$ cat config.mk
export PLATFORM = sky130hd
export DESIGN_NAME = tun_div
export DESIGN_NICKNAME = d
export VERILOG_FILES = /design/src/rtl/triangle_unit_normal_macros.svh /design/src/rtl/tun_pkg.sv /design/src/rtl/tun_div.sv
export SDC_FILE = /design/constraint.sdc
export NUM_CORES = 2
export LEC_CHECK = 0
export BUFFER_PORTS_ARGS = -buffer_cell sky130_fd_sc_hd__buf_2
export CAP_MARGIN = 40
export CORE_MARGIN = 1.5
export CORE_UTILIZATION = 55
export DETAILED_ROUTE_END_ITERATION = 6
export PLACE_DENSITY = 0.7
export RECOVER_POWER = 25
export SLEW_MARGIN = 25
export SYNTH_ARGS = -nofsm -noshare
export SYNTH_HDL_FRONTEND = slang
export SYNTH_SLANG_ARGS = --single-unit
$ cat constraint.sdc
create_clock -name clk -period 7.5 [get_ports clk]
set_input_delay 0.375 -clock clk [delete_from_list [all_inputs] [get_ports clk]]
set_output_delay 0.375 -clock clk [all_outputs]
set_load 0.05 [all_outputs]
$ cat src/rtl/triangle_unit_normal_macros.svh
// ----------------------------------------------------------------------------
// Triangle unit normal assertion macros
// Concurrent assertion wrappers on clk with the synchronous reset rst_n.
// ----------------------------------------------------------------------------
`ifndef TRIANGLE_UNIT_NORMAL_MACROS_SVH
`define TRIANGLE_UNIT_NORMAL_MACROS_SVH

`ifndef SYNTHESIS
// Same-cycle implication, checked out of reset.
`define TUN_ASSERT_IMP(label, ante, cons) \
  label: assert property (@(posedge clk) disable iff (!rst_n) (ante) |-> (cons)) \
    else $error("triangle_unit_normal assertion failed");
// Next-cycle implication, checked out of reset.
`define TUN_ASSERT_NEXT(label, ante, cons) \
  label: assert property (@(posedge clk) disable iff (!rst_n) (ante) |=> (cons)) \
    else $error("triangle_unit_normal assertion failed");
`else
`define TUN_ASSERT_IMP(label, ante, cons)
`define TUN_ASSERT_NEXT(label, ante, cons)
`endif

`endif

$ cat src/rtl/tun_pkg.sv
// ----------------------------------------------------------------------------
// Triangle unit normal package
// Widths, stage types and shared constants of the facet normal pipeline.
// ----------------------------------------------------------------------------
`default_nettype none

package tun_pkg;

  localparam int COORD_WIDTH      = 32;
  localparam int NORMAL_FRAC_BITS = 30;

  localparam int OUT_W     = 32;
  localparam int EDGE_W    = COORD_WIDTH + 1;
  localparam int PROD_W    = 2 * EDGE_W;
  localparam int CROSS_W   = PROD_W + 1;
  localparam int MAG_W     = CROSS_W - 1;
  localparam int POS_W     = $clog2(MAG_W);
  localparam int NORM_W    = 31;
  localparam int NORM_TOP  = NORM_W - 1;
  localparam int SQ_W      = 2 * NORM_W;
  localparam int SUM_W     = SQ_W + 2;
  localparam int ROOT_W    = NORM_W + 1;
  localparam int REM_W     = ROOT_W + 3;
  localparam int DIV_STEPS = NORMAL_FRAC_BITS + 1;
  localparam int NUM_W     = NORM_W + DIV_STEPS;
  localparam int PRE_STAGES = 8;
  localparam int VLEN      = PRE_STAGES + ROOT_W + DIV_STEPS;

  typedef logic [NORM_W-1:0] norm_t;
  typedef logic [2:0][NORM_W-1:0] norm3_t;

  typedef struct packed {
    logic [2:0] neg;
    logic       deg;
  } side_t;

  typedef struct packed {
    logic [REM_W-1:0]  rem;
    logic [ROOT_W-1:0] root;
    logic [SUM_W-1:0]  x;
  } sq_stage_t;

  typedef struct packed {
    logic [ROOT_W-1:0]    r;
    logic [ROOT_W-1:0]    d;
    logic [DIV_STEPS-1:0] n;
    logic [DIV_STEPS-1:0] q;
  } dv_stage_t;

endpackage

`default_nettype wire

$ cat src/rtl/tun_div.sv
// ----------------------------------------------------------------------------
// Pipelined rounding divider
// Computes (m * 2^F + len/2) / len, one quotient bit per stage.
// ----------------------------------------------------------------------------
`default_nettype none

module tun_div import tun_pkg::*; (
  input  logic                 clk,
  input  logic                 en,
  input  logic [NORM_W-1:0]    m,
  input  logic [ROOT_W-1:0]    len,
  output logic [DIV_STEPS-1:0] q
);

  dv_stage_t        st_r   [DIV_STEPS];
  dv_stage_t        st_nxt [DIV_STEPS];
  dv_stage_t        init;
  logic [NUM_W-1:0] num;

  function automatic dv_stage_t dv_step(input dv_stage_t s);
    dv_stage_t         o;
    logic [ROOT_W:0]   t;
    logic [ROOT_W:0]   dd;
    t   = {s.r, s.n[DIV_STEPS-1]};
    dd  = {1'b0, s.d};
    o.d = s.d;
    o.n = s.n << 1;
    if (t >= dd) begin
      o.r = ROOT_W'(t - dd);
      o.q = {s.q[DIV_STEPS-2:0], 1'b1};
    end else begin
      o.r = t[ROOT_W-1:0];
      o.q = {s.q[DIV_STEPS-2:0], 1'b0};
    end
    return o;
  endfunction

  always_comb begin
    // The quotient never exceeds 2^F, so the top part of the numerator is below len.
    num       = (NUM_W'(m) << NORMAL_FRAC_BITS) + NUM_W'(len >> 1);
    init.r    = ROOT_W'(num[NUM_W-1:DIV_STEPS]);
    init.d    = len;
    init.n    = num[DIV_STEPS-1:0];
    init.q    = '0;
    st_nxt[0] = dv_step(init);
    for (int k = 1; k < DIV_STEPS; k++) begin
      st_nxt[k] = dv_step(st_r[k-1]);
    end
  end

  always_ff @(posedge clk) begin
    if (en) begin
      st_r <= st_nxt;
    end
  end

  assign q = st_r[DIV_STEPS-1].q;

endmodule

`default_nettype wire

Word level (Yosys, flattened, before mapping)
Index checks and enable logic that the tools add are counted.
Operators by class
  add/subtract/negate cells: 31
  magnitude comparators: 31
  multiplexer cells: 61
Operators with widths (count)
  $ge 33x32->1: 30
  $mux 32: 30
  $sub 32x32->32: 30
  $add 61x31->62: 1
  $ge 32x32->1: 1
  $mux 1: 31
Storage, ports and cells
  register bits after elaboration: 2881
  input port bits: 65
  output and inout bits: 31
  logic and storage cells: 244

Depth between registers and ports, before layout
  depth after elaboration: 3
  gate-level depth with buffers: 19
  mapped depth without buffers: 19

Least setup slack after synthesis
Ideal clock, no wire load.
  path kind: input port to flip-flop
  start: in m[0]
  end: reg st_r[3896] (netlist bit), data pin
  setup time: 0.260 ns
  data arrival time: 3.677 ns
  required time: 7.240 ns
  setup slack: 3.563 ns
  cell stages on the path: 17
  buffers on the path: 1
  path through: ha_1 -> nand4_1 -> inv_1 -> and3_1 -> xor2_1 -> ha_1 -> o21a_1 -> o21ai_0 -> o31ai_1 -> o31ai_1 -> a211oi_1 -> o21bai_1 -> a21oi_1 -> o21bai_1 -> a311oi_2 -> clkbuf_1 -> mux2_2
RTL lines
  start, declared: line tun_div.sv:10  | input logic [NORM_W-1:0] m,
  end signal, assigned: line tun_div.sv:53  | st_r <= st_nxt;
  end, declared: line tun_div.sv:15  | dv_stage_t st_r [DIV_STEPS];

==> flow_summary.json <==
{
  "design_area_sq_um": 148500,
  "finalCritPeriodShare_pct": 65.30,
  "cts_buffer_depth": 4,
  "worstSetupPathType": "reg2reg",
  "io_buffers": 95,
  "critPathArrivalTime_ns": 5.54,
  "netlist_instances": 11710,
  "die_y_um": 498.0,
  "antenna_left": 0,
  "initial_core_util_pct": 55.34,
  "drive_gt1_share_pct": 8.653,
  "end_kind": "flip-flop",
  "fmax_ghz": 0.2042,
  "io_pins": 96,
  "grt_remaining_overflow": 0,
  "clk_latency_ns": 0.93,
  "wire_per_inst_um": 21.06,
  "wl_um": 323400,
  "nFillCells": 19460,
  "critPathRequiredTime_ns": 8.14,
  "max_cap_viol_count": 0,
  "drcViolationCount": 0,
  "ys_async_sr_fraction_pct": 0,
  "place_worst_setup_slack_ns": 2.535,
  "ys_seq_elements": 2416,
  "grt_pass1_vias": 87730,
  "path_buf_inv": 2,
  "grt_pass1_wl_um": 500800,
  "drt_first_pass_iters": 6,
  "hold_end": "st_r[3892]",
  "fin_cells": 15350,
  "vias": 90380,
  "place.gp.congestion": 0.9399,
  "fin_nets": 13040,
  "rrSetupSlack_ns": 2.60,
  "ys_seq_area_share_pct": 53.85,
  "r2r_cells": 14,
  "die_x_um": 498.0,
  "cts_sinks": 2416,
  "dieArea_sq_um": 248000,
  "status": "finished, final reports clean",
  "row_count": 181,
  "cts-root-buf": "clkbuf_16",
  "path_clk_slew_ns": 0.06,
  "worstMarginPinSlew_ns": 1.053,
  "hold_depth": 4,
  "crit_family": "compound AO/OA/AOI/OAI gates",
  "p_per_area_nw_per_um2": 447.5,
  "cts_tree": "yes",
  "min_period_ns": 4.897,
  "power_w": 0.06648,
  "reg2reg_to": "st_r[2880]",
  "setup_ws_ns": 2.603,
  "min_path_type": "in2reg",
  "relSlewSlack_pct": 29.82,
  "synth_cell_types": 95,
  "synth.avg_cell_area_sq_um": 11.50,
  "track_usage_pct": 25.56,
  "slowest_delay_ns": 0.74,
  "hpwl_um": 242800,
  "antenna_found_initial": 10,
  "vias_per_cell": 5.886,
  "syn_to_final_growth_pct": 10.25,
  "syn_area_sq_um": 134700,
  "first_iter_violations": 8159,
  "syn-num-nets": 12800,
  "final_cell_mix": "2416 x edfxtp_1, 1216 x inv_1, 994 x ha_1, 859 x nand2_1, 827 x a21oi_1",
  "final_common_cell": "edfxtp_1",
  "synth_warnings": 0,
  "rsz0062_at_grt": "false",
  "leakage_nw": 60.81,
  "vdd.ir_drop.worst_mv": 0.2719,
  "synth-edff-count": 2416,
  "cp_slowest_cell": "a211oi_1",
  "place_area_sq_um": 138900,
  "cts_setup_buffers": 0,
  "path_max_fanout": 30,
  "dp_cells": 14800,
  "report.final.hold_viol_count": 0,
  "dominantRegCellSynth": "edfxtp_1",
  "maxSlewViolCount": 0,
  "cts-buffers-inserted": 286,
  "ctsHtreeMaxLevel": 5,
  "rr_startpoint": "st_nxt[2835]",
  "timing.setup.tns_ns": 0,
  "setup_violations": 0,
  "grt_max_degree": 190,
  "crit_path_start_kind": "flip-flop",
  "core_sq_um": 243500,
  "min_from": "m[18]",
  "crit_chain": "inv_1 -> ha_1 -> nor2b_1 -> o31a_1 -> o31ai_1 -> a21oi_1 -> a211oi_1 -> a21oi_1 -> a31oi_1 -> nand2_1 -> a31oi_1 -> o41ai_4 -> buf_4 -> mux2_2",
  "finalClockSkew_ns": 0.06575
}
kinds of logic after synthesis:
| kind of cell | count (synthesis) | share of synthesized area (%) |
|---|---|---|
| xor+xnor | 841 | 5.467 |
| flops | 2416 | 53.85 |
| buf+inv | 1493 | 4.314 |
| fa+ha+maj | 1024 | 9.676 |
| mux | 461 | 3.895 |
| simple gates | 2457 | 8.711 |
| compound gates | 3020 | 14.09 |
worst register-to-register path: stages, from the launching register on:
cell      delay (ns)
edfxtp_1        0.44
inv_1           0.09
ha_1            0.23
nor2b_1         0.15
o31a_1          0.27
o31ai_1         0.48
a21oi_1         0.25
a211oi_1        0.74
a21oi_1         0.32
a31oi_1         0.36
nand2_1         0.16
a31oi_1         0.33
o41ai_4         0.13
buf_4           0.33
mux2_2          0.38
registers in the layout, indices dropped and copies added (netlist names):
register and flops:
st_r 1425, st_nxt 960, q 31
per-stage QoR:
| step | hold WS, ns | util [%] |
|---|---|---|
| 2_1_floorplan | 0.4003 | - |
| 3_3_place_gp | 0.4003 | 57.00 |
| 3_5_place_dp | 0.4045 | 57.05 |
| 4_1_cts | 0.0007008 | 60.97 |
| 5_1_grt | 0.02996 | 61.01 |
| 6_report | 0.05561 | 61.02 |
worst max-delay path by stage:
stage	startpoint	end	slack [ns]	depth (start not counted)
floorplan	m[0]	st_r[3896]	3.56	17
global placement	m[0]	st_r[3877]	2.54	19
detailed placement	len[31]	st_r[3875]	2.53	19
CTS	st_nxt[2835]	st_r[2886]	2.73	14
global route	st_nxt[567]	st_r[607]	2.34	14
finish	st_nxt[2835]	st_r[2880]	2.60	14
final cells by class:
type / count / area (sq um) / share of cell area [%]
sequential: 2416 / 72550 / 48.84
multi-input combinational: 7803 / 56560 / 38.07
clock buffer: 344 / 7566 / 5.093
inverter: 1216 / 4564 / 3.073
tap: 3202 / 4006 / 2.697
timing repair buffer: 228 / 1871 / 1.259
clock inverter: 139 / 1416 / 0.9535
antenna: 6 / 15.01 / 0.01011
routing by layer:
| layer | track usage, % | part of all wire, % | vias up |
|---|---|---|---|
| li1 | - | - | 43420 |
| met1 | 36.26 | 45 | 43910 |
| met2 | 41.19 | 46 | 2457 |
| met3 | 3.064 | 5.2 | 579 |
| met4 | 7.729 | 3.0 | 12 |
| met5 | 0 | 0.025 | - |
repair_timing:
| action | 4_1_cts | 5_1_grt |
|---|---|---|
| endpoints found under the hold margin | 95 | 0 |
| gates resized for setup | 0 | 0 |
| endpoints found under the setup margin | 0 | 0 |
| hold buffers | 54 | 0 |
synth_stat cells, drive strengths merged (23+ instances only):
cell,instances,share of area [%]
buf,83,0.39
nand2,859,2.4
o21a,131,0.73
o211ai,44,0.25
mux2i,33,0.25
a21o,480,2.7
nor3,120,0.45
o31ai,69,0.38
a31oi,94,0.44
o21ai,832,3.1
or3,44,0.20
nand4,158,0.73
a211oi,80,0.46
ha,994,9.2
xnor2,497,3.2
o21bai,111,0.62
nor4,36,0.18
a21oi,827,3.1
nand2b,146,0.68
and3,89,0.41
or2,25,0.12
xor2,344,2.2
nand3,167,0.62
a221o,23,0.17
and4,24,0.16
and2,51,0.24
a211o,32,0.21
fa,30,0.45
clkbuf,194,0.54
inv,1216,3.4
mux2,428,3.6
edfxtp,2416,54
nor2b,158,0.73
a21boi,43,0.24
nor2,526,1.5
where the power goes:
| group | switching, W | internal, W | total [W] | leakage (nW) |
|---|---|---|---|---|
| Combinational | 0.0173 | 0.0131 | 0.0304 | 32.8 |
| Clock | 0.00537 | 0.00808 | 0.0134 | 4.37 |
| Sequential | 0.00237 | 0.0202 | 0.0226 | 23.6 |
(Power assumes the default switching activity.)
