[src/rtl/triangle_unit_normal_macros.svh]
// ----------------------------------------------------------------------------
// Triangle unit normal assertion macros
// Concurrent assertion wrappers on clk with the synchronous reset rst_n.
// ----------------------------------------------------------------------------
`ifndef TRIANGLE_UNIT_NORMAL_MACROS_SVH
`define TRIANGLE_UNIT_NORMAL_MACROS_SVH

`ifndef SYNTHESIS
// Same-cycle implication, checked out of reset.
`define TUN_ASSERT_IMP(label, ante, cons) \
  label: assert property (@(posedge clk) disable iff (!rst_n) (ante) |-> (cons)) \
    else $error("triangle_unit_normal assertion failed");
// Next-cycle implication, checked out of reset.
`define TUN_ASSERT_NEXT(label, ante, cons) \
  label: assert property (@(posedge clk) disable iff (!rst_n) (ante) |=> (cons)) \
    else $error("triangle_unit_normal assertion failed");
`else
`define TUN_ASSERT_IMP(label, ante, cons)
`define TUN_ASSERT_NEXT(label, ante, cons)
`endif

`endif

[src/rtl/tun_pkg.sv]
// ----------------------------------------------------------------------------
// Triangle unit normal package
// Widths, stage types and shared constants of the facet normal pipeline.
// ----------------------------------------------------------------------------
`default_nettype none

package tun_pkg;

  localparam int COORD_WIDTH      = 32;
  localparam int NORMAL_FRAC_BITS = 30;

  localparam int OUT_W     = 32;
  localparam int EDGE_W    = COORD_WIDTH + 1;
  localparam int PROD_W    = 2 * EDGE_W;
  localparam int CROSS_W   = PROD_W + 1;
  localparam int MAG_W     = CROSS_W - 1;
  localparam int POS_W     = $clog2(MAG_W);
  localparam int NORM_W    = 31;
  localparam int NORM_TOP  = NORM_W - 1;
  localparam int SQ_W      = 2 * NORM_W;
  localparam int SUM_W     = SQ_W + 2;
  localparam int ROOT_W    = NORM_W + 1;
  localparam int REM_W     = ROOT_W + 3;
  localparam int DIV_STEPS = NORMAL_FRAC_BITS + 1;
  localparam int NUM_W     = NORM_W + DIV_STEPS;
  localparam int PRE_STAGES = 8;
  localparam int VLEN      = PRE_STAGES + ROOT_W + DIV_STEPS;

  typedef logic [NORM_W-1:0] norm_t;
  typedef logic [2:0][NORM_W-1:0] norm3_t;

  typedef struct packed {
    logic [2:0] neg;
    logic       deg;
  } side_t;

  typedef struct packed {
    logic [REM_W-1:0]  rem;
    logic [ROOT_W-1:0] root;
    logic [SUM_W-1:0]  x;
  } sq_stage_t;

  typedef struct packed {
    logic [ROOT_W-1:0]    r;
    logic [ROOT_W-1:0]    d;
    logic [DIV_STEPS-1:0] n;
    logic [DIV_STEPS-1:0] q;
  } dv_stage_t;

endpackage

`default_nettype wire

[src/rtl/tun_isqrt.sv]
// ----------------------------------------------------------------------------
// Pipelined integer square root
// One result bit per stage; floor of the square root of a 64-bit sum.
// ----------------------------------------------------------------------------
`default_nettype none

module tun_isqrt import tun_pkg::*; (
  input  logic              clk,
  input  logic              en,
  input  logic [SUM_W-1:0]  x,
  output logic [ROOT_W-1:0] root
);

  sq_stage_t st_r   [ROOT_W];
  sq_stage_t st_nxt [ROOT_W];
  sq_stage_t init;

  function automatic sq_stage_t sq_step(input sq_stage_t s);
    sq_stage_t        o;
    logic [REM_W-1:0] rem;
    logic [REM_W-1:0] trial;
    rem   = {s.rem[REM_W-3:0], s.x[SUM_W-1 -: 2]};
    trial = REM_W'({s.root, 2'b01});
    o.x   = s.x << 2;
    if (rem >= trial) begin
      o.rem  = rem - trial;
      o.root = {s.root[ROOT_W-2:0], 1'b1};
    end else begin
      o.rem  = rem;
      o.root = {s.root[ROOT_W-2:0], 1'b0};
    end
    return o;
  endfunction

  always_comb begin
    init.rem  = '0;
    init.root = '0;
    init.x    = x;
    st_nxt[0] = sq_step(init);
    for (int k = 1; k < ROOT_W; k++) begin
      st_nxt[k] = sq_step(st_r[k-1]);
    end
  end

  always_ff @(posedge clk) begin
    if (en) begin
      st_r <= st_nxt;
    end
  end

  assign root = st_r[ROOT_W-1].root;

endmodule

`default_nettype wire

[config.mk]
export PLATFORM = sky130hd
export DESIGN_NAME = tun_isqrt
export DESIGN_NICKNAME = d
export VERILOG_FILES = /design/src/rtl/triangle_unit_normal_macros.svh /design/src/rtl/tun_pkg.sv /design/src/rtl/tun_isqrt.sv
export SDC_FILE = /design/constraint.sdc
export NUM_CORES = 2
export LEC_CHECK = 0
export BUFFER_PORTS_ARGS = -buffer_cell sky130_fd_sc_hd__buf_2
export CORE_MARGIN = 1
export CORE_UTILIZATION = 45
export CTS_CLUSTER_DIAMETER = 150
export DETAILED_ROUTE_END_ITERATION = 10
export MAX_ROUTING_LAYER = met4
export PLACE_DENSITY = 0.64
export SLEW_MARGIN = 20
export SYNTH_ARGS = -nofsm -noshare
export SYNTH_HDL_FRONTEND = slang
export SYNTH_SLANG_ARGS = --single-unit
[constraint.sdc]
create_clock -name clk -period 5.8 [get_ports clk]
set_clock_uncertainty 0.05 [all_clocks]
set_input_delay 0.29 -clock clk [delete_from_list [all_inputs] [get_ports clk]]
set_output_delay 0.29 -clock clk [all_outputs]
set_load 0.02 [all_outputs]
# Word level (Yosys, flattened, before mapping)
# Index checks and enable logic that the tools add are counted.
word_totals:
  ff_bits: 3009
  latchBits: 0
  ram_bits: 0
  mem_bits_ro: 0
  input_bits: 66
  wordCells: 190
  n_memories: 0
classes:
  n_addsub: 31
  n_mul: 0
  div: 0
  order_cmp: 32
  n_eq_ne: 0
  n_shift: 0
  n_mux: 32
  n_bitwise: 0
  n_reduce_logical: 0
op_table:
  columns: ["operator", "count"]
  rows:
  - ["2-to-1 mux 65 bit", 30]
  - ["greater-or-equal comparator 35 x 34 -> 1 bit", 31]
  - ["subtractor 33 bit", 30]
  - ["2-to-1 mux 34 bit", 1]
  - ["subtractor 2 x 1 -> 3 bit, second input constant", 1]
  - ["greater-or-equal comparator 2 x 1 -> 1 bit, second input constant", 1]
  - ["2-to-1 mux 1 bit", 1]

# Depth between registers and ports, before layout
logic_depth:
  word_depth: 2
  mapped_depth: 14

# Worst setup path before layout
# Ideal clock, no wire load.
synth_timing:
  kind: "register to register"
  startpoint: "register st_r[500] (netlist name)"
  endpoint: "register st_r[370] (netlist name), data pin"
  arrival_ns: 3.152
  required_ns: 5.488
  slack_ns: 2.335
  stages_incl_launch_ff: 12
  n_path_buf: 1
  synth_period_minus_slack_ns: 3.465
  cell_sequence: "edfxtp_1 > ha_1 > nand2_1 > or3_1 > nor3_1 > nand2_1 > a41o_1 > a211oi_1 > nor4_1 > o311ai_4 > buf_2 > mux2_1"
synth_rtl:
  columns: ["item", "line_no", "text"]
  rows:
  - ["start: declaration", "tun_isqrt.sv:14", "sq_stage_t st_r [ROOT_W];"]
  - ["start signal: assignment", "tun_isqrt.sv:47", "st_r <= st_nxt;"]

==> flow_summary_export.csv <==
group,metric,value,unit
outcome,status,"finished clean",
detailed_routing,drtAntennaViolNets,0,
global_route,first_global_vias,68200,
worst_setup_path,criticalPathCategory,"reg -> reg",
logic_synthesis,synth_top_family_by_area,"simple AND/OR/NAND/NOR gates",
logic_synthesis,synthMuxAreaShare,1.26,%
worst_setup_path,r2r_setup_slack,1340,ps
die,io_pins,98,
clocking,cts_buffer_depth,4,
clocking,clock_sinks,2495,
global_route,use_met2,30.3,%
power_and_ir_drop,max-vdd-ir-drop,0.000354,V
timing,setup_viol_count_final,0,
final_layout,fin_util,51.1,%
job,drv_cap,0,
timing,setup_slack,1340,ps
global_route,grt_use_met1,22.0,%
timing,rsz0062_at_grt,"false",
clocking,cts-root-buf,"clkbuf_16",
worst_setup_path,reg2reg_from,"st_r[752]",
placed_design,placed_cell_area,121000,um2
detailed_routing,wl_per_cell,17.8,um
timing,final_max_slew_viol_count,0,
placed_design,portBuffers,97,
final_layout,final_area,131000,um2
clocking,ctsResizeCount,0,
timing,finalCritPeriodShare,77.0,%
die,design.core.area,257000,um2
detailed_routing,remaining_drc_errors,0,
logic_synthesis,ys_seq_area_share,64.5,%
placed_design,place.gp.congestion,0.919,
timing,fin_crit,4460,ps
detailed_routing,via_per_inst,5.36,
detailed_routing,dr.pass1.iters,8,
global_route,grt_max_degree,175,
power_and_ir_drop,power_density,402,nW/um2
clocking,post_cts.repair.setup_buffers,0,
logic_synthesis,synthXorXnorAreaFrac,6.03,%
placed_design,dp_hpwl,162000,um
worst_setup_path,critPathRequiredTime,6380,ps
worst_setup_path,ff2ff_path_depth,10,
final_layout,fillers,21800,
logic_synthesis,syn_area,116000,um2
logic_synthesis,synth_compound_area_share,9.34,%
logic_synthesis,synth_nets,9568,
detailed_routing,vias,69200,
logic_synthesis,ys_seq_elements,2495,
worst_setup_path,setup.worst_path.start_class,"flip-flop",
logic_synthesis,ys_warn_count,0,
final_layout,drive_gt1_share,7.88,%
timing,fmaxAchievable,224,MHz
final_layout,final_cell_mix,"2495 x edfxtp_1, 706 x inv_1, 627 x nor2_1, 626 x a21oi_1, 561 x ha_1",
final_layout,final_common_cell,"edfxtp_1",
die,die_area,260000,um2
global_route,grt_pass1_wl,364000,um
logic_synthesis,async_flop_share,0,%
timing,tightestPinTransition,1120,ps
logic_synthesis,ys_types,98,
die,die_h,510,um
power_and_ir_drop,cellLeakagePower,50.2,nW
timing,tns,0,ps
logic_synthesis,synth_edf_count,2495,
worst_setup_path,path_max_fanout,36,
die,die_x,510,um
clocking,clk_transition_reported_paths,60,ps
clocking,clk_latency,910,ps
logic_synthesis,avgSynthCellArea,13.0,um2
min_path,hold_end,"st_nxt[3958]",
clocking,cts_tree,"built",
global_route,grt-ovfl-total,0,
global_route,antenna_found_initial,3,
min_path,hold_class,"in -> reg",
placed_design,dpl_worst_slack,1430,ps
global_route,use_met3,2.51,%
worst_setup_path,critPathCaptureType,"flip-flop",
final_layout,area_delta_synth_final,12.9,%
timing,hold_viol,0,
clocking,cts_buffers,290,
logic_synthesis,synthCells,8941,
die,num_rows,186,
worst_setup_path,critPathArrivalTime,5040,ps
logic_synthesis,synthSimpleGateAreaFrac,9.81,%
die,start_util,45.2,%
min_path,hp-start,"x[24]",
detailed_routing,dr.first_iter.drc_count,4767,
global_route,grt_usage,18.0,%
global_route,grt_busiest_layer,"met2",
timing,hold_slack,76.5,ps
clocking,h-tree-depth,5,
detailed_routing,drt_wl_total,230000,um
worst_setup_path,reg2reg_to,"st_r[631]",
logic_synthesis,synthAdderAreaFrac,6.04,%
logic_synthesis,synth_ff_type,"edfxtp_1",
min_path,hold_depth,2,
timing,max-slew-margin-rel,25.3,%
final_layout,fin_nets,9953,
==> registers in the layout, indices dropped and copies added, names as in the netlist <==
signal / cells
st_nxt: 930
root: 32
st_r: 1533
==> worst max-delay path, cell delays in order, from the launching register on <==
cell	delay (ps)
edfxtp_1	390
ha_1	410
o211ai_1	160
a211oi_1	420
o21ai_0	240
a21oi_1	430
a41oi_1	270
o221ai_1	400
a21oi_1	180
o21ai_4	800
mux2_2	420
==> cells by family (layout without fill, tap and decap cells) <==
family	after synthesis	in the layout
AO/OA/AOI/OAI	1756	1756
XOR/XNOR	800	800
adder cells (fa/ha/maj)	561	561
buffers and inverters	907	1498
flip-flops	2495	2495
multiplexers	132	132
other	1	3
AND/OR/NAND/NOR	2289	2289
==> where the power goes <==
group / switching [mW] / internal (mW) / total (mW)
clock: 7.00 / 10.6 / 17.6
combinational: 6.15 / 4.60 / 10.7
sequential: 1.51 / 22.8 / 24.3
==> Yosys cell counts (13+ instances only) <==
| library cell | n | area share [%] |
|---|---|---|
| edfxtp_1 | 2495 | 64 |
| inv_1 | 706 | 2.3 |
| a21oi_1 | 628 | 2.7 |
| nor2_1 | 627 | 2.0 |
| ha_1 | 561 | 6.0 |
| nand2_1 | 500 | 1.6 |
| xnor2_1 | 449 | 3.4 |
| xor2_1 | 351 | 2.6 |
| o21ai_0 | 345 | 1.5 |
| a21o_1 | 230 | 1.5 |
| nor3_1 | 220 | 0.95 |
| nand3_1 | 154 | 0.66 |
| clkbuf_1 | 125 | 0.40 |
| nor4_1 | 114 | 0.61 |
| o21a_1 | 111 | 0.72 |
| nand4_1 | 110 | 0.59 |
| nand2b_1 | 107 | 0.58 |
| mux2_2 | 97 | 0.94 |
| nor2b_1 | 93 | 0.50 |
| or3_1 | 84 | 0.45 |
| and3_1 | 49 | 0.26 |
| o31ai_1 | 46 | 0.30 |
| or4_1 | 46 | 0.30 |
| o21ai_1 | 45 | 0.19 |
| o21bai_1 | 44 | 0.28 |
| a31oi_1 | 43 | 0.23 |
| a211oi_1 | 39 | 0.25 |
| and2_1 | 36 | 0.19 |
| buf_4 | 34 | 0.22 |
| or2_2 | 32 | 0.17 |
| a21boi_0 | 29 | 0.19 |
| o211ai_1 | 28 | 0.18 |
| buf_2 | 24 | 0.10 |
| mux2_1 | 22 | 0.21 |
| nand3b_1 | 22 | 0.14 |
| nand4b_1 | 19 | 0.14 |
| nor3b_1 | 16 | 0.10 |
| a211o_1 | 15 | 0.11 |
| and4_1 | 14 | 0.11 |
| buf_1 | 13 | 0.042 |
| mux2i_1 | 13 | 0.11 |
==> worst max path at each step <==
stage                     startpoint   endpoint  cells past startpoint
after floorplan            st_r[500]  st_r[370]                     11
after global placement     st_r[364]  st_r[231]                     11
after detailed placement   st_r[364]  st_r[233]                     11
after CTS                  st_r[361]  st_r[240]                     11
after global routing       st_r[752]  st_r[622]                     12
final                      st_r[752]  st_r[631]                     10
==> area by class of cell <==
| cell class | count | area [um2] | share of cell area [%] |
|---|---|---|---|
| Antenna cell | 2 | 5.00 | 0.00381 |
| Clock buffer | 339 | 7480 | 5.70 |
| Clock inverter | 159 | 1680 | 1.28 |
| Inverter | 710 | 2670 | 2.03 |
| Multi-Input combinational cell | 5539 | 37900 | 28.8 |
| Sequential cell | 2495 | 74900 | 57.1 |
| Tap cell | 3384 | 4230 | 3.23 |
| Timing Repair Buffer | 290 | 2440 | 1.86 |
==> routing by layer <==
layer	wire, um	vias up
li1	-	33800
met1	99700	33400
met2	114000	1418
met3	8660	522
met4	8090	0
met5	0	-
==> metrics by stage <==
step                      power (mW)  cells
after floorplan                 32.0   8941
after global placement          35.1  12300
after detailed placement        35.3  12300
after CTS                       53.2  12900
after global routing            55.3  12900
final                           52.7  12900
==> repair_timing <==
action | CTS | global route
hold endpoints to repair | 98 | 0
hold buffers | 121 | 0
setup endpoints to repair | 0 | 0
Note: power is estimated with default switching activity, not from simulation.
